$ cat src/hdl/assert_macros.svh
// Assertion macros shared by the maze backtracker RTL.
// No dependencies; the macros compile to nothing when SYNTHESIS is defined.
`ifndef ASSERT_MACROS_SVH
`define ASSERT_MACROS_SVH
`ifndef SYNTHESIS
`define ASSERT_PROP(lbl, clk, rst_n, prop, msg) \
  lbl: assert property (@(posedge clk) disable iff (!rst_n) prop) else $error(msg);
`define ASSERT_NEXT(lbl, clk, rst_n, ante, cons, msg) \
  lbl: assert property (@(posedge clk) disable iff (!rst_n) (ante) |=> (cons)) else $error(msg);
`else
`define ASSERT_PROP(lbl, clk, rst_n, prop, msg)
`define ASSERT_NEXT(lbl, clk, rst_n, ante, cons, msg)
`endif
`endif

$ cat src/hdl/mzb_ram.sv
// Generic single-port RAM with registered read data.
// No dependencies.
module mzb_ram #(
  parameter int WIDTH = 8,
  parameter int DEPTH = 16
) (
  input  logic                     clk,
  input  logic                     we,
  input  logic [$clog2(DEPTH)-1:0] addr,
  input  logic [WIDTH-1:0]         wdata,
  output logic [WIDTH-1:0]         rdata
);

  logic [WIDTH-1:0] mem_r [DEPTH];

  always_ff @(posedge clk) begin
    if (we) begin
      mem_r[addr] <= wdata;
    end
    rdata <= mem_r[addr];
  end

endmodule

$ cat config.mk
export PLATFORM = sky130hd
export DESIGN_NAME = mzb_ram
export DESIGN_NICKNAME = d
export VERILOG_FILES = /design/src/hdl/assert_macros.svh /design/src/hdl/mzb_ram.sv
export SDC_FILE = /design/constraint.sdc
export NUM_CORES = 1
export LEC_CHECK = 0
export BUFFER_PORTS_ARGS = -buffer_cell sky130_fd_sc_hd__buf_2
export CAP_MARGIN = 40
export CORE_UTILIZATION = 30
export CTS_CLUSTER_DIAMETER = 200
export DETAILED_ROUTE_END_ITERATION = 8
export SYNTH_ARGS = -nofsm -noshare
export SYNTH_HDL_FRONTEND = slang
export SYNTH_SLANG_ARGS = --single-unit
$ cat constraint.sdc
create_clock -name clk -period 4.7 [get_ports clk]
set_input_delay 0.47 -clock clk [delete_from_list [all_inputs] [get_ports clk]]
set_output_delay 0.47 -clock clk [all_outputs]
set_load 0.05 [all_outputs]
Word-level counts from Yosys, hierarchy flattened
Memory sizes are Yosys's and may differ from the RTL's. A register that Yosys moved wholly into a read port is not among the register bits.
Cells that the tools add are included.
W data, S select, Z words.
{"block": "classes", "n_mux": 2}
{"op": "$mux W1", "n": 2}
{"block": "totals", "regBits": 0, "memories": 1, "wordCells": 3, "out_inout_bits": 8, "in_bits": 14, "ramBits": 128}
{"name": "mem_r", "words": 16, "width": 8, "read_ports": 1, "rd_ports_with_merged_regs": 1, "wr": 1, "line": "mzb_ram.sv:14", "rtl": "logic [WIDTH-1:0] mem_r [DEPTH];"}

Depth between registers and ports, before layout
Gate-level depths: netlist of run 1.
{"block": "logic_depth", "depth_word": 2, "ltp_mapped": 5, "ltp_nobuf": 3}

Worst setup path before layout of run 1
No wires, ideal clock.
{"block": "synth_path", "path_kind": "input to register", "from": "input addr[2]", "to": "memory mem_r[0][0], enable pin", "arrival_ps": 1580, "n_path_buf": 0, "slack_ps": 2737, "required_time_ps": 4317, "setup_ps": 383, "stages": 2, "path_cell_list": "or3b_2 > nor3_1"}
{"element": "start: declaration", "line": "mzb_ram.sv:9", "rtl": "input logic [$clog2(DEPTH)-1:0] addr,"}
{"element": "end: declaration", "line": "mzb_ram.sv:14"}
Straight into the memory's write port.

==> results of run 1 <==
cell families after synthesis:
family,Yosys count,share of synthesized area
buffers and inverters,11,0.0119
multiplexers,32,0.142
AND/OR/NAND/NOR,35,0.0321
AO/OA/AOI/OAI,16,0.0237
flip-flops,136,0.790
power by group through the flow:
stage | sequential [mW] | combinational, mW | clock, mW
3_5_place_dp | 1.39 | 0.158 | 0
3_3_place_gp | 1.39 | 0.153 | 0
2_1_floorplan | 1.42 | 0.0699 | 0
4_1_cts | 1.37 | 0.158 | 1.37
6_report | 1.37 | 0.155 | 1.35
5_1_grt | 1.37 | 0.166 | 1.43
how the worst max path moves through the flow:
stage / startpoint / endpoint / slack [ns] / depth (start not counted)
floorplan: addr[2] / mem_r[0][0] / 2.74 / 2
global placement: addr[0] / rdata[7] / 2.00 / 5
detailed placement: addr[0] / rdata[7] / 2.00 / 5
CTS: addr[0] / rdata[7] / 2.45 / 5
global route: addr[0] / rdata[4] / 2.35 / 5
finish: addr[0] / rdata[0] / 2.53 / 5
layout make-up:
cell class | instances | area [µm²] | share of cell area
flip-flops and latches | 136 | 4000 | 0.660
multi-input cells | 83 | 1000 | 0.165
clock buffers | 21 | 470 | 0.0776
well taps | 220 | 275 | 0.0454
repair buffers | 27 | 165 | 0.0272
clock inverters | 11 | 145 | 0.0239
routing by layer:
layer  up-vias  part of all wire
met2        94              0.46
met3        16             0.076
met1      1210              0.44
met5         -            0.0012
met4         2             0.023
li1       1032                 -
placed cells by master (no fill, tap or decap):
cell          n
a22oi_1      16
and2_1        1
buf_16        1
buf_2        23
buf_4         3
bufinv_16     3
clkbuf_1      1
clkbuf_16    17
clkbuf_8      3
clkinv_2      3
clkinv_4      1
clkinvlp_4    3
dfxtp_1       8
edfxtp_1    128
inv_6         1
mux4_2       32
nand2_1       9
nand2b_1      2
nand3_1       1
nand3b_1      2
nor2_1       13
nor2b_1       2
nor3_1        4
or3b_2        1
sequential cells by signal, summed over array words and instances, names as in the netlist:
register / count
mem_r: 128
rdata: 8
per-stage QoR:
step	area, µm²	cells	worst slack [ns]	util
2_1_floorplan	5070	230	2.74	-
3_3_place_gp	5400	462	2.00	0.327
3_5_place_dp	5450	466	2.00	0.330
4_1_cts	6060	498	2.45	0.367
5_1_grt	6060	498	2.35	0.367
6_report	6060	498	2.53	0.367
==> impl_results.md, run 1 <==
- Status: finished, final reports clean
- Max rail drop VDD: 0.000317 V
- Max-cap viol count: 0
- IO buf count: 21
- Clk Latency, worst-skew pair: 0.41 ns
- Post-synth EDFFs: 128
- FF-to-FF setup slack: around 3.3 ns
- Final period util: 0.462
- DR DRC count: 0
- Min-delay worst type: input port to register
- Met1 Usage GRT: 0.178
- Starting DRT DRC Count: 240
- Hold Path Sink: mem_r[8][1]
- Hold Crit Start: wdata[1]
- Global-route track usage on met3: 0.0469
- Hold-fix buffers, CTS: 0
- Setup Buffers After CTS: 0
- Post-synthesis net count: 244
- Hold path depth: 1
- Clock transition at the registers of the reported paths: 0.06 ns
- WP data arrival: 2.46 ns
- Largest stage delay on the critical path: between 0.5 and 0.6 ns
- Core Rows: 47
- Crit path cell chain: buf_2 -> buf_4 -> mux4_2 -> a22oi_1 -> nand2_1
- Final WL: ~10000 µm
- Number of synthesized register bits: between 100 and 150
- Pwr Density: ~470 nW/µm²
- Count of clock tree sinks: 136
- Kind of critical path: input port to register
- Root Buffer: clkbuf_16
- Final Max Tran Viols: 0
- RSZ-0062 raised after global routing: false
- Via count: 2354
- Worst Reg-to-Reg Cells: 3
- Seq pwr share: 0.477
- Slowest cell on crit path: buf_2
- Number of antenna violations at the first check in global routing: 1
- Lkg Pwr: 1.95 nW
- Final TNS setup: 0 ns
- Synth warnings: 0
- Worst EP required: ~5 ns
- Initial core utilization: 0.307
- Synthesized area: 5070 µm²
- Global route overflow: 0
- First-pass GRT wire length: 15900 µm
- Crit Reg-Reg Endpoint: rdata[1]
- Largest net degree at the start of global routing: 25
- Comb pwr share: 0.054
- Core area: 16500 µm²
- Area contributors post-synth: edfxtp_1 76%, mux4_2 14%, dfxtp_1 3.2%
- Post-cts resize count: 0
- Worst slew margin: 0.430
- TritonCTS clock tree: done
- GP Congestion: 0.782
- Ys flop type: edfxtp_1
- ANT cells: 0
- Int Power: 2.28 mW
- Final clock skew: 0.00718 ns
- Worst-path fanout max: 24
- ANT nets after route: 0
- Setup violations, final: 0
- Synth top cells by count: 128 x edfxtp_1, 32 x mux4_2, 16 x a22oi_1
- I/O pin cnt: 22
- Final min period: 2.17 ns
- Crit path launch type: input port
- FMAX: between 400 and 500 MHz
- Register area share after synthesis: 0.790
- Async set-or-reset flop fraction in the synthesized netlist: 0
- Tot Pwr: 2.87 mW
- Dpl hpwl: 6690 µm
- H-tree levels: 4
- Top cell type by total area after synthesis: edfxtp_1
- CP Capture Type: register
- Layout area overhead: 19.7%
- Final #Nets: 279
- Total track usage: 0.131
- Area of the die: between 15000 and 20000 µm²
- Met2 Resource Use GR: 0.187
- CP bufs+invs: 2
- Vias per cell: 4.73
- Vias in the first global route: 2506
- Fillers: between 1000 and 1500
- NetSw: 0.586 mW
- Sw Ratio: 0.204
- Number of CTS-inserted buffers: 17
- Hold Fails Final Rpt: 0
- Cell family with most CP delay: buffers and inverters
- Count leader, synth: edfxtp_1
- Post-Synthesis Cells: 230
- Gr busiest metal: met2
- RR Startpoint: mem_r[7][1]
- Share of cells above drive strength 1: 0.327
- Clock power share: 0.469
- Worst-margin pin slew: 0.852 ns
- Routed len/inst: 20.9 µm
- Yosys cell types: 18
- Mean Syn Cell Area: 22.0 µm²
- Die Wd: 132 µm
- DRT Pass-1 Iters: 4
- CTS Buffer Depth: 2
- Hold WS: 0.474 ns
- Area share of the largest cell type after synthesis: 0.759
- Die height: about 130 µm
Note: power is estimated with default switching activity, not from simulation.
==> inputs of run 2 (changes only) <==
--- a/config.mk
+++ b/config.mk
@@ -5,6 +5,7 @@
 export SDC_FILE = /design/constraint.sdc
 export NUM_CORES = 1
 export LEC_CHECK = 0
+export ABC_AREA = 1
 export BUFFER_PORTS_ARGS = -buffer_cell sky130_fd_sc_hd__buf_2
 export CAP_MARGIN = 40
 export CORE_UTILIZATION = 30
==> constraint.sdc (replaced) <==
create_clock -name clk -period 2 [get_ports clk]
set_input_delay 0.2 -clock clk [delete_from_list [all_inputs] [get_ports clk]]
set_output_delay 0.2 -clock clk [all_outputs]
set_load 0.05 [all_outputs]
==> run 2 against run 1 <==
Net effect:
- critical path depth is 4 lower
- hold slack worse by 0.26 ns
- via count is 55% higher
- global-route usage is 0.95 points higher
==> impl_results.md, run 2 <==
- IO buf count: 21
- Largest stage delay on the critical path: 0.33 ns
- Final Max Tran Viols: 0
- Number of synthesized register bits: 136
- Final clock skew: 0.00462 ns
- Commonest non-fill, non-tap cell in the layout: nand2_1
- Met2 routed WL: 5730 µm
- Clk Latency, worst-skew pair: 0.42 ns
- Vias per cell: 4.38
- Post-synthesis net count: 562
- Area contributors post-synth: edfxtp_1 69%, nand2_1 23%, dfxtp_1 2.9%
- Yosys cell types: 11
- Layout area overhead: 18.7%
- Die height: 139 µm
- Vias in the first global route: 3643
- CP Capture Type: primary output
- Hold WS: 0.217 ns
- Slowest cell on crit path: dfxtp_1
- Lkg Pwr: 2.84 nW
- Post-Synthesis Cells: approximately 550
- Kind of critical path: register to primary output
- CP bufs+invs: 1
- Via count: 3653
- Max-cap viol count: 0
- Largest net degree at the start of global routing: 53
- Clock transition at the registers of the reported paths: around 0.06 ns
- WL met1: ~5700 µm
- Largest registers: mem_r x128, rdata x8
- Area of the die: 19200 µm²
- Min-delay worst type: input port to register
- Worst slew margin: 0.614
- Number of CTS-inserted buffers: 17
- ANT nets after route: 0
- Synth warnings: 0
- Register area share after synthesis: 0.716
- Global route overflow: 0
- Mean Syn Cell Area: 10.2 µm²
- Core area: 18100 µm²
- Final TNS setup: 0 ns
- CTS Buffer Depth: 2
- Post-synth EDFFs: 128
- Synth top cells by count: 346 x nand2_1, 128 x edfxtp_1, 21 x inv_1
- Post-cts resize count: 0
- Max reg flops: 128
- RSZ-0062 raised after global routing: false
- Worst-path fanout max: 1
- Total track usage: 0.140
- Root Buffer: clkbuf_16
- Top cell type by total area after synthesis: edfxtp_1
- Status: finished, final reports clean
- Cell family with most CP delay: flip-flops
- Ys flop type: edfxtp_1
- Count leader, synth: nand2_1
- Crit path cell chain: buf_2
- Routed len/inst: 14.8 µm
- Hold Fails Final Rpt: 0
- Crit path launch type: register
- Max rail drop VDD: 0.000721 V
- Starting DRT DRC Count: 266
- Worst-margin pin slew: 0.579 ns
- Final WL: 12300 µm
- TritonCTS clock tree: done
- FMAX: around 820 MHz
- Core Rows: just under 50
- Async set-or-reset flop fraction in the synthesized netlist: 0
- Initial core utilization: 0.308
- Count of clock tree sinks: approximately 140
- Tot Pwr: 6.68 mW
- I/O pin cnt: 22
- Dpl hpwl: 7690 µm
- Number of antenna violations at the first check in global routing: 0
- First-pass GRT wire length: 19900 µm
- Pwr Density: 1010 nW/µm²
- Top reg by flops: mem_r
- GP Congestion: between 0.8 and 0.9
- Share of cells above drive strength 1: 0.119
- DR DRC count: 0
- ANT cells: 0
- Final min period: 1.22 ns
- WP data arrival: 1.02 ns
- H-tree levels: 4
- Setup Buffers After CTS: 0
- Setup violations, final: 0
- Final #Nets: roughly 610
- Die Wd: 139 µm
- Area share of the largest cell type after synthesis: 0.687
- Synthesized area: ~5600 µm²
- Commonest cells after routing, fill and taps aside: 346 x nand2_1, 128 x edfxtp_1, 24 x buf_4, 21 x inv_1, 21 x buf_2
- Met3 wire len: 705 µm
- DRT Pass-1 Iters: 5
- Final period util: 0.608
- Hold-fix buffers, CTS: 0
- Top routing layer in use: met4
- Worst EP required: 1.80 ns
## run 2: final timing paths
path / startpoint / end / slack (ns) / cells after the start
max: rdata[4] / rdata[4] / 0.78 / 1
min: wdata[3] / mem_r[11][3] / 0.22 / 1
max reg2reg: mem_r[1][7] / rdata[7] / 0.98 / 8
min reg2reg: mem_r[14][1] / rdata[1] / 0.73 / 8
## run 2: power breakdown
part | leakage [nW] | internal [mW] | switching (mW)
Combinational | 1.34 | 0.114 | 0.344
Sequential | 1.22 | 3.19 | 0.0159
Clock | 0.277 | 1.93 | 1.09
Total | 2.84 | 5.23 | 1.45
## run 2: stage by stage
step,cell area [µm²],setup slack (ns),std cells,util
after CTS,6640,0.743,834,0.366
after detailed placement,6070,0.416,802,0.334
final,6640,0.785,834,0.366
after floorplan,5590,0.423,548,-
after global placement,6070,0.396,802,0.334
after global routing,6640,0.700,834,0.366
## run 2: logic make-up (layout without fill, tap and decap cells)
| logic type | after synthesis | after routing | synth area share |
|---|---|---|---|
| buf+inv | 44 | 101 | 0.0362 |
| flops | 136 | 136 | 0.716 |
| simple gates | 368 | 368 | 0.248 |
## run 2: per-layer routing
layer,GRT usage,up-vias
met4,0.0686,0
met2,0.213,98
met1,0.184,1698
li1,-,1839
met3,0.0407,18
met5,0,-
## run 2: layout make-up
| class | count | area, µm² |
|---|---|---|
| repair buffers | 46 | 305 |
| flip-flops and latches | 136 | 4000 |
| fillers | 1807 | 11500 |
| clock inverters | 12 | 133 |
| multi-input cells | 368 | 1390 |
| inverters | 23 | 86.3 |
| clock buffers | 20 | 437 |
| well taps | 229 | 287 |
