<file path="src/hdl/assert_macros.svh">
// Assertion macros shared by the maze backtracker RTL.
// No dependencies; the macros compile to nothing when SYNTHESIS is defined.
`ifndef ASSERT_MACROS_SVH
`define ASSERT_MACROS_SVH
`ifndef SYNTHESIS
`define ASSERT_PROP(lbl, clk, rst_n, prop, msg) \
  lbl: assert property (@(posedge clk) disable iff (!rst_n) prop) else $error(msg);
`define ASSERT_NEXT(lbl, clk, rst_n, ante, cons, msg) \
  lbl: assert property (@(posedge clk) disable iff (!rst_n) (ante) |=> (cons)) else $error(msg);
`else
`define ASSERT_PROP(lbl, clk, rst_n, prop, msg)
`define ASSERT_NEXT(lbl, clk, rst_n, ante, cons, msg)
`endif
`endif

</file>
<file path="src/hdl/mzb_cell_unit.sv">
// Shared cell unit: picks one bit out of a grid row and forms the row with that bit set.
// No dependencies; columns at or beyond the row width read as wall and set nothing.
module mzb_cell_unit #(
  parameter int ROW_BITS = 63,
  parameter int COL_W    = 7
) (
  input  logic [ROW_BITS-1:0] row_word,
  input  logic [COL_W-1:0]    col,
  output logic                bit_o,
  output logic [ROW_BITS-1:0] row_set
);

  localparam int IW = $clog2(ROW_BITS);

  logic hit;

  assign hit     = col < COL_W'(ROW_BITS);
  assign bit_o   = hit ? row_word[col[IW-1:0]] : 1'b0;
  assign row_set = hit ? (row_word | (ROW_BITS'(1) << col[IW-1:0])) : row_word;

endmodule

</file>
<file path="config.mk">
export PLATFORM = sky130hd
export DESIGN_NAME = mzb_cell_unit
export DESIGN_NICKNAME = d
export VERILOG_FILES = /design/src/hdl/assert_macros.svh /design/src/hdl/mzb_cell_unit.sv
export SDC_FILE = /design/constraint.sdc
export NUM_CORES = 1
export LEC_CHECK = 0
export ABC_AREA = 1
export BUFFER_PORTS_ARGS = -buffer_cell sky130_fd_sc_hd__buf_2
export CAP_MARGIN = 10
export CORE_UTILIZATION = 45
export DETAILED_ROUTE_END_ITERATION = 10
export PLACE_DENSITY = 0.9
export SYNTH_ARGS = -nofsm -noshare
export SYNTH_HDL_FRONTEND = slang
export SYNTH_SLANG_ARGS = --single-unit
</file>
<file path="constraint.sdc">
create_clock -name vclk -period 1.5
set_input_delay 0.075 -clock vclk [all_inputs]
set_output_delay 0.075 -clock vclk [all_outputs]
set_load 0.005 [all_outputs]
</file>
# Word-level counts from Yosys, hierarchy flattened
# Cells that the tools add are included.
op_classes:
  n_lt_le_gt_ge: 2
  shifts: 1
  muxes: 4
  bitwise: 1
op_table:
  columns: ["cell", "count"]
  rows:
  - ["63-bit 2-to-1 mux", 1]
  - ["63-bit OR", 1]
  - ["1-bit by 6-bit left shift with 63-bit output, first input constant", 1]
  - ["6-bit by 7-bit less-than comparator with 1-bit output, second input constant", 1]
  - ["7-bit by 6-bit less-than comparator with 1-bit output, second input constant", 1]
  - ["1-bit binary-select mux with 6-bit select", 1]
  - ["1-bit 2-to-1 mux", 2]
word_totals:
  regBits: 0
  input_bits: 70
  output_inout_bits: 64
  elab_cells: 8

# Longest topological paths before layout
# Gate-level depths: netlist (run 1).
depth:
  word_depth: 3
  ltp_mapped: 11
  mapped_depth_nobuf: 9

# Worst setup path before layout (run 1)
# OpenSTA, ideal clock, no wires.
synth_timing:
  path_kind: "input-to-output"
  start: "in col[0]"
  end: "out bit_o"
  arrival_ps: 959
  required_time_ps: 1425
  slack_ps: 466
  cell_stages: 11
  n_path_buf: 2
  cell_sequence: "buf_6 > clkinv_2 > buf_4 > nand2_1 > nand2_1 > nand2_1 > nand3_1 > nand3_1 > nand3_1 > nand3_1 > a21oi_1"
synth_via:
  elab_chain_cells: 3
  elab_cells_between_ends: 4
  classes_between: "1 x order compare; 3 x mux"
synth_lines:
  columns: ["item", "line_no", "source"]
  rows:
  - ["start: declaration", "mzb_cell_unit.sv:8", "input logic [COL_W-1:0] col,"]
  - ["1-bit binary-select mux with 6-bit select", "mzb_cell_unit.sv:18", "assign bit_o = hit ? row_word[col[IW-1:0]] : 1'b0;"]
  - ["1-bit 2-to-1 mux (not written as such)", "mzb_cell_unit.sv:18", null]
  - ["1-bit 2-to-1 mux *", "mzb_cell_unit.sv:18", null]
  - ["end: declaration", "mzb_cell_unit.sv:9", "output logic bit_o,"]
# Every way passes the cells marked *; elsewhere a longest branch is shown, timed or not. The select of a mux whose other input is x is not followed.

# Worst setup path in the final report (run 1)
# Same ends and word-level chain as after synthesis.

==> flow_summary.json, run 1 <==
{
  "remaining_drc_errors": 0,
  "hold_path_class": "primary input to primary output",
  "vias": 2762,
  "synth.avg_cell_area_um2": 4.94,
  "max_slew.worst_pin.slew_ns": 0.577,
  "dp.cells": 519,
  "ios": 134,
  "drt_iter0_markers": 268,
  "overflow": 0,
  "routedWlPerCell_um": 13.5,
  "critPathCaptureType": "primary output",
  "grt_max_degree": 20,
  "fmax_mhz": 707,
  "worst_ep_required_time_ns": 1.42,
  "synth_xor_area_share_pct": 0,
  "synth_top_family_by_area": "simple AND/OR/NAND/NOR gates",
  "synthSimpleGateAreaFrac_pct": 49.9,
  "dp_slack_ns": 0.0368,
  "hp-start": "row_word[1]",
  "seq_area_um2": 0,
  "crit_start": "col[0]",
  "multi_input_area_mm2": 0.00135,
  "ant_nets": 0,
  "power_density_mw_per_mm2": 264,
  "startpoint_type": "primary input",
  "dieHeight_um": 63.4,
  "postCtsSetupBuffers": 0,
  "seq_area_frac_synth_pct": 0,
  "start_util_pct": 48.8,
  "groute.usage.overall_pct": 35.1,
  "via_per_inst": 5.32,
  "max-cap-violations": 0,
  "yosys_warnings": 0,
  "gp_congestion": 0.956,
  "rows": 21,
  "yosysTopAreaCellShare_pct": 25.0,
  "hold_slack_ns": 0.403,
  "layout-drive-gt1-share_pct": 36.2,
  "antenna_found_initial": 0,
  "final_max_slew_viol_count": 0,
  "relSlewSlack_pct": 61.5,
  "yosys.cell_types.count": 26,
  "synth_compound_area_share_pct": 29.4,
  "fin_ws_ns": 0.0847,
  "synth_area_leader_cell": "nand2_1",
  "seq_cell_count": 0,
  "die_x_um": 63.4,
  "area_growth_pct": 45.6,
  "drt_pass1_iterations": 4,
  "syn_inst": 343,
  "cp_max_fo": 7,
  "layout_min_cycle_time_ns": 1.42,
  "syn-num-nets": 413,
  "synth_area_mm2": 0.00169,
  "fin_nets": 545,
  "clkbuf_count": 0,
  "post-route-util_pct": 71.1,
  "synth_common_cells": "113 x nand2_1, 46 x nand3_1, 41 x inv_1",
  "leakagePower_nw": 1.39,
  "dpl.hpwl_mm": 5.80,
  "setup_viol": 0,
  "grt_pass1_vias": 2635,
  "fill_cells": 333,
  "finalHoldViolCount": 0,
  "yosysMostFrequentCell": "nand2_1",
  "synth_mux_area_share_pct": 0,
  "dieArea_mm2": 0.00401,
  "tns_ns": 0,
  "stdcell_count": 519,
  "core_mm2": 0.00347,
  "n_antenna_cell": 0,
  "synth_fa_ha_area_share_pct": 0,
  "status": "complete, no violations",
  "hold_buffers": 0,
  "fin_crit_sh_pct": 94.4,
  "ys_top_cells_by_area": "nand2_1 25%, nand3_1 14%, o21bai_1 12%",
  "routed_wl_mm": 7.02,
  "port-buffer-count": 134,
  "critPathKind": "primary input to primary output",
  "max-vdd-ir-drop_mv": 0.148,
  "grt_pass1_wl_mm": 11.6,
  "worstPathArrival_ns": 1.34,
  "rsz0062_at_grt": "yes"
}
## critical path, stage by stage
cell and delay, ns:
clkbuf_4 0.18, inv_4 0.12, buf_4 0.15, nand2_1 0.06, nand2_1 0.06, nand2_1 0.04, nand3_1 0.10, nand3_1 0.08
nand3_1 0.08, nand3_1 0.07, a21oi_1 0.16, buf_2 0.14
## cell families (layout without fill, tap and decap cells)
| family | Yosys count | in the layout |
|---|---|---|
| simple gates | 198 | 198 |
| buf+inv | 73 | 203 |
| compound gates | 72 | 72 |
## cell usage in the layout, fill, tap and decap left out
| cell type | synthesis | layout |
|---|---|---|
| nand4_1 | 1 | 1 |
| o21ai_0 | 19 | 15 |
| o21ai_4 | 1 | 1 |
| a21oi_1 | 2 | 2 |
| clkbuf_4 | 0 | 3 |
| nor2_1 | 23 | 22 |
| nand2_2 | 3 | 3 |
| o21bai_1 | 27 | 27 |
| clkinv_1 | 1 | 1 |
| nand2_1 | 113 | 113 |
| buf_2 | 13 | 131 |
| nor3_1 | 4 | 4 |
| nor2_4 | 2 | 2 |
| a21o_1 | 6 | 6 |
| a31o_2 | 1 | 1 |
| nand3_1 | 46 | 46 |
| buf_12 | 0 | 3 |
| nor4_1 | 5 | 5 |
| buf_4 | 3 | 19 |
| o21ai_1 | 0 | 4 |
| o31ai_1 | 16 | 16 |
| inv_4 | 1 | 2 |
| inv_2 | 3 | 4 |
| inv_1 | 41 | 40 |
| nor2_2 | 1 | 2 |
## cell type report
cell class                 count  area share, %
inverter                      47           7.36
tap                           46           2.33
timing repair buffer         156           35.7
multi-input combinational    270           54.6
## power breakdown
group / switching, mW / internal (mW) / leakage (nW) / total [mW]
clock network: 0 / 0 / 0 / 0
logic: 0.362 / 0.290 / 1.39 / 0.652
registers: 0 / 0 / 0 / 0
total: 0.362 / 0.290 / 1.39 / 0.652
## path summary, 6_finish.rpt
kind | depth (start not counted) | end | slack [ns]
max | 12 | bit_o | 0.08
min | 3 | row_set[1] | 0.40
## routing by layer
metal / part of all wire [%] / track usage, %
met4: 1.3 / 7.95
met5: 0 / 0
met1: 42 / 44.5
met3: 6.4 / 2.36
met2: 50 / 63.7
## through the flow
stage / cell area (um^2) / power (mW)
after floorplan: 1690 / 0.354
after global placement: 2450 / 0.632
after detailed placement: 2450 / 0.640
after CTS: 2450 / 0.643
after global routing: 2470 / 0.722
final: 2470 / 0.652
## what timing repair did
action                                  CTS  global route
endpoints found under the setup margin    0            25
endpoints found under the hold margin     0             0
resized for setup                         0            10
Power figures use the tool's default switching activity.
==> inputs of run 2 (changes only) <==
--- a/config.mk
+++ b/config.mk
@@ -6,11 +6,10 @@
 export NUM_CORES = 1
 export LEC_CHECK = 0
 export ABC_AREA = 1
-export BUFFER_PORTS_ARGS = -buffer_cell sky130_fd_sc_hd__buf_2
 export CAP_MARGIN = 10
 export CORE_UTILIZATION = 45
 export DETAILED_ROUTE_END_ITERATION = 10
-export PLACE_DENSITY = 0.9
+export DONT_BUFFER_PORTS = 1
 export SYNTH_ARGS = -nofsm -noshare
 export SYNTH_HDL_FRONTEND = slang
 export SYNTH_SLANG_ARGS = --single-unit
==> run 2 against run 1 <==
Combinational power shrank 44%. Cell count decreased by 29%. Global-route usage decreased by 5.8 points. Routed wire length decreased by 14%. Via count down 22%. Maximum frequency is 8.8% higher. Flip-flop and latch count unchanged. Total power fell by 44%. Largest power group unchanged.
==> flow_summary.json, run 2 (same netlist as run 1, synthesis figures left out) <==
{
  "status": "complete, no violations",
  "drt-met1-wl_mm": 2.51,
  "setup_viol": 0,
  "worstPathArrival_ns": 1.23,
  "ios": 134,
  "leakagePower_nw": 0.761,
  "tns_ns": 0,
  "multi_input_area_mm2": 0.00134,
  "placed_area_mm2": 0.00162,
  "die_x_um": 63.4,
  "max-vdd-ir-drop_mv": 0.0827,
  "finalHoldViolCount": 0,
  "top_layer_used": "met4",
  "layout-drive-gt1-share_pct": 5.59,
  "route.met2.wl_mm": 2.86,
  "wl_met3_um": 548,
  "routedWlPerCell_um": 16.3,
  "routed_wl_mm": 6.00,
  "cp_max_fo": 18,
  "startpoint_type": "primary input",
  "seq_cell_count": 0,
  "layout_common_cells": "113 x nand2_1, 46 x nand3_1, 41 x inv_1, 27 x o21bai_1, 23 x nor2_1",
  "fmax_mhz": 769,
  "critPathKind": "primary input to primary output",
  "hold_buffers": 0,
  "grt_max_degree": 44,
  "fin_crit_sh_pct": 86.7,
  "groute.usage.overall_pct": 29.3,
  "final_common_cell": "nand2_1",
  "dp.cells": 368,
  "postCtsSetupBuffers": 0,
  "fin_nets": 394,
  "vias": 2163,
  "critPathCaptureType": "primary output",
  "hold_path_class": "primary input to primary output",
  "dieHeight_um": 63.4,
  "max_slew.worst_pin.slew_ns": 0.572,
  "total_power_mw": 0.362,
  "grt_pass1_vias": 2005,
  "stdcell_count": 368,
  "dpl.hpwl_mm": 4.53,
  "via_per_inst": 5.88,
  "fill_cells": 430,
  "post-route-util_pct": 46.7,
  "remaining_drc_errors": 0,
  "grt_pass1_wl_mm": 9.67,
  "seq_area_um2": 0,
  "dieArea_mm2": 0.00401,
  "core_mm2": 0.00347,
  "worst_ep_required_time_ns": 1.42,
  "rsz0062_at_grt": "no",
  "area_growth_pct": -4.43,
  "post_cts_resized": 0,
  "ant_nets": 0,
  "overflow": 0,
  "rows": 21,
  "power_density_mw_per_mm2": 224,
  "clkbuf_count": 0,
  "fin_area_mm2": 0.00162,
  "drt_iter0_markers": 169,
  "antenna_found_initial": 0,
  "relSlewSlack_pct": 61.8,
  "drt_pass1_iterations": 4,
  "final_max_slew_viol_count": 0,
  "max-cap-violations": 0,
  "layout_min_cycle_time_ns": 1.30,
  "port-buffer-count": 0,
  "n_antenna_cell": 0,
  "start_util_pct": 48.8,
  "gp_congestion": 0.902
}
run 2: cell types whose count changed in the layout (fill, tap and decap cells not counted):
cell,change
buf_2,-131
buf_4,-14
o21ai_0,+4
o21ai_1,-4
buf_12,-3
clkbuf_4,-3
clkinv_2,+1
inv_1,+1
inv_2,-1
inv_4,-1
nor2_1,+1
nor2_2,-1
run 2: worst max-delay path, stage by stage:
cell and delay, ns:
inv_2 0.21, nand2_2 0.21, nor4_1 0.45, nand2_1 0.10, o21bai_1 0.19
run 2: per-layer routing:
layer,track usage (%),up-vias
li1,-,1075
met4,5.40,0
met5,0,-
met1,37.6,975
met3,4.89,8
met2,51.1,105
run 2: path summary, 6_finish.rpt:
path,startpoint,to,slack (ns),cells after the start
hold / removal,row_word[1],row_set[1],0.23,1
setup / recovery,col[1],row_set[57],0.20,5
run 2: metrics by stage:
| stage | worst slack [ns] | hold WS (ns) |
|---|---|---|
| after floorplan | 0.466 | 0.223 |
| after global placement | 0.216 | 0.223 |
| after detailed placement | 0.210 | 0.225 |
| after CTS | 0.212 | 0.224 |
| after global routing | 0.00703 | 0.225 |
| final | 0.199 | 0.226 |
run 2: area by class of cell:
type                       count  area share (%)
timing repair buffer           5            2.32
multi-input combinational    270            83.0
tap                           46            3.55
inverter                      47            11.1
run 2: power breakdown:
group | leakage, nW | total [mW] | internal, mW | switching (mW)
registers | 0 | 0 | 0 | 0
logic | 0.761 | 0.362 | 0.129 | 0.233
clock network | 0 | 0 | 0 | 0
total | 0.761 | 0.362 | 0.129 | 0.233
==> inputs of run 3 (changes only) <==
==> constraint.sdc (replaced) <==
create_clock -name vclk -period 1.5
set_input_delay 0.075 -clock vclk [all_inputs]
set_output_delay 0.075 -clock vclk [all_outputs]
set_load 0.02 [all_outputs]
==> run 3 against run 2 <==
Via count is 14% higher. Combinational power is 63% higher. Cell count is 14% higher. Largest power group unchanged.
==> flow_summary.json, run 3 (same netlist as run 1, synthesis figures left out) <==
{
  "fmax_mhz": 710,
  "clkbuf_count": 0,
  "p_comb_share_pct": 100.0,
  "gp_congestion": 0.909,
  "drt_iter0_markers": 192,
  "relSlewSlack_pct": 63.3,
  "crit_top_cell": "nand3_1",
  "seq_area_um2": 0,
  "power.switching_mw": 0.364,
  "stdcell_count": 421,
  "pwr-share-clk_pct": 0,
  "hold_buffers": 0,
  "grt_pass1_vias": 2298,
  "layout_common_cells": "113 x nand2_1, 57 x buf_4, 46 x nand3_1, 41 x inv_1, 27 x o21bai_1",
  "die_x_um": 63.4,
  "postCtsSetupBuffers": 0,
  "hold_path_class": "primary input to primary output",
  "layout_min_cycle_time_ns": 1.41,
  "dp.cells": 421,
  "ios": 134,
  "drt_pass1_iterations": 4,
  "dieArea_mm2": 0.00401,
  "crit_start": "col[0]",
  "antenna_found_initial": 0,
  "critPathBufInv": 3,
  "port-buffer-count": 0,
  "seq_cell_count": 0,
  "max_slew.worst_pin.slew_ns": 0.550,
  "routed_wl_mm": 6.32,
  "vias": 2475,
  "leakagePower_nw": 1.02,
  "via_per_inst": 5.88,
  "final_max_slew_viol_count": 0,
  "remaining_drc_errors": 0,
  "power.internal_mw": 0.226,
  "max_stage_delay_ns": 0.20,
  "max-vdd-ir-drop_mv": 0.147,
  "cp_max_fo": 43,
  "crit_cells": 10,
  "critPathKind": "primary input to primary output",
  "worstPathArrival_ns": 1.33,
  "grt_max_degree": 44,
  "tns_ns": 0,
  "crit_chain": "clkinv_2 -> nand2_2 -> inv_1 -> nand2_1 -> nand3_1 -> nand3_1 -> nand3_1 -> nand3_1 -> a21oi_1 -> buf_4",
  "status": "complete, no violations",
  "start_util_pct": 48.8,
  "startpoint_type": "primary input",
  "fill_cells": 415,
  "post_cts_resized": 0,
  "routedWlPerCell_um": 15.0,
  "final_common_cell": "nand2_1",
  "fin_crit_sh_pct": 93.9,
  "ant_nets": 0,
  "grt_pass1_wl_mm": 10.2,
  "worstSetupEndpoint": "bit_o",
  "critPathCaptureType": "primary output",
  "core_mm2": 0.00347,
  "critPathTopFamily": "simple AND/OR/NAND/NOR gates",
  "n_antenna_cell": 0,
  "setup_viol": 0,
  "rsz0062_at_grt": "no",
  "post-route-util_pct": 58.5,
  "swShare_pct": 61.6,
  "groute.usage.overall_pct": 30.2,
  "cp_slowest_cell": "a21oi_1",
  "max-cap-violations": 0,
  "p_seq_share_pct": 0,
  "rows": 21,
  "area_growth_pct": 19.8,
  "power_density_mw_per_mm2": 291,
  "layout-drive-gt1-share_pct": 18.9,
  "fin_nets": 447,
  "dieHeight_um": 63.4,
  "overflow": 0,
  "worst_ep_required_time_ns": 1.42,
  "finalHoldViolCount": 0,
  "dpl.hpwl_mm": 4.82
}
-- run 3: power by group through the flow --
| stage | registers [mW] | logic [mW] | clock network [mW] |
|---|---|---|---|
| after floorplan | 0 | 0.465 | 0 |
| after global placement | 0 | 0.579 | 0 |
| after detailed placement | 0 | 0.586 | 0 |
| after CTS | 0 | 0.588 | 0 |
| after global routing | 0 | 0.638 | 0 |
| final | 0 | 0.590 | 0 |
-- run 3: through the flow --
stage	cell area (um^2)	setup WS (ns)	hold slack, ns	power [mW]
final	2030	0.0919	0.298	0.590
after floorplan	1690	0.146	0.291	0.465
after CTS	2030	0.149	0.298	0.588
after detailed placement	2030	0.153	0.298	0.586
after global placement	2030	0.204	0.299	0.579
after global routing	2030	0.00998	0.300	0.638
-- run 3: layout make-up --
| class | instances | area [um^2] | area share (%) |
|---|---|---|---|
| inverters | 47 | 180 | 8.88 |
| multi-input cells | 270 | 1340 | 66.2 |
| well taps | 46 | 57.6 | 2.84 |
| repair buffers | 58 | 448 | 22.1 |
-- run 3: how the worst min path moves through the flow --
stage                  from     endpoint  slack, ns  cells past startpoint
2_1_floorplan  row_word[29]  row_set[29]       0.29                      1
3_3_place_gp   row_word[29]  row_set[29]       0.30                      1
3_5_place_dp   row_word[29]  row_set[29]       0.30                      1
4_1_cts        row_word[29]  row_set[29]       0.30                      1
5_1_grt        row_word[29]  row_set[29]       0.30                      1
6_report       row_word[29]  row_set[29]       0.30                      1
-- run 3: layer usage --
layer	up-vias	part of all wire [%]	GRT usage [%]
met5	-	0	0
met4	0	0.90	5.97
met3	8	11	5.07
met2	157	48	54.0
met1	1132	40	37.5
li1	1178	-	-
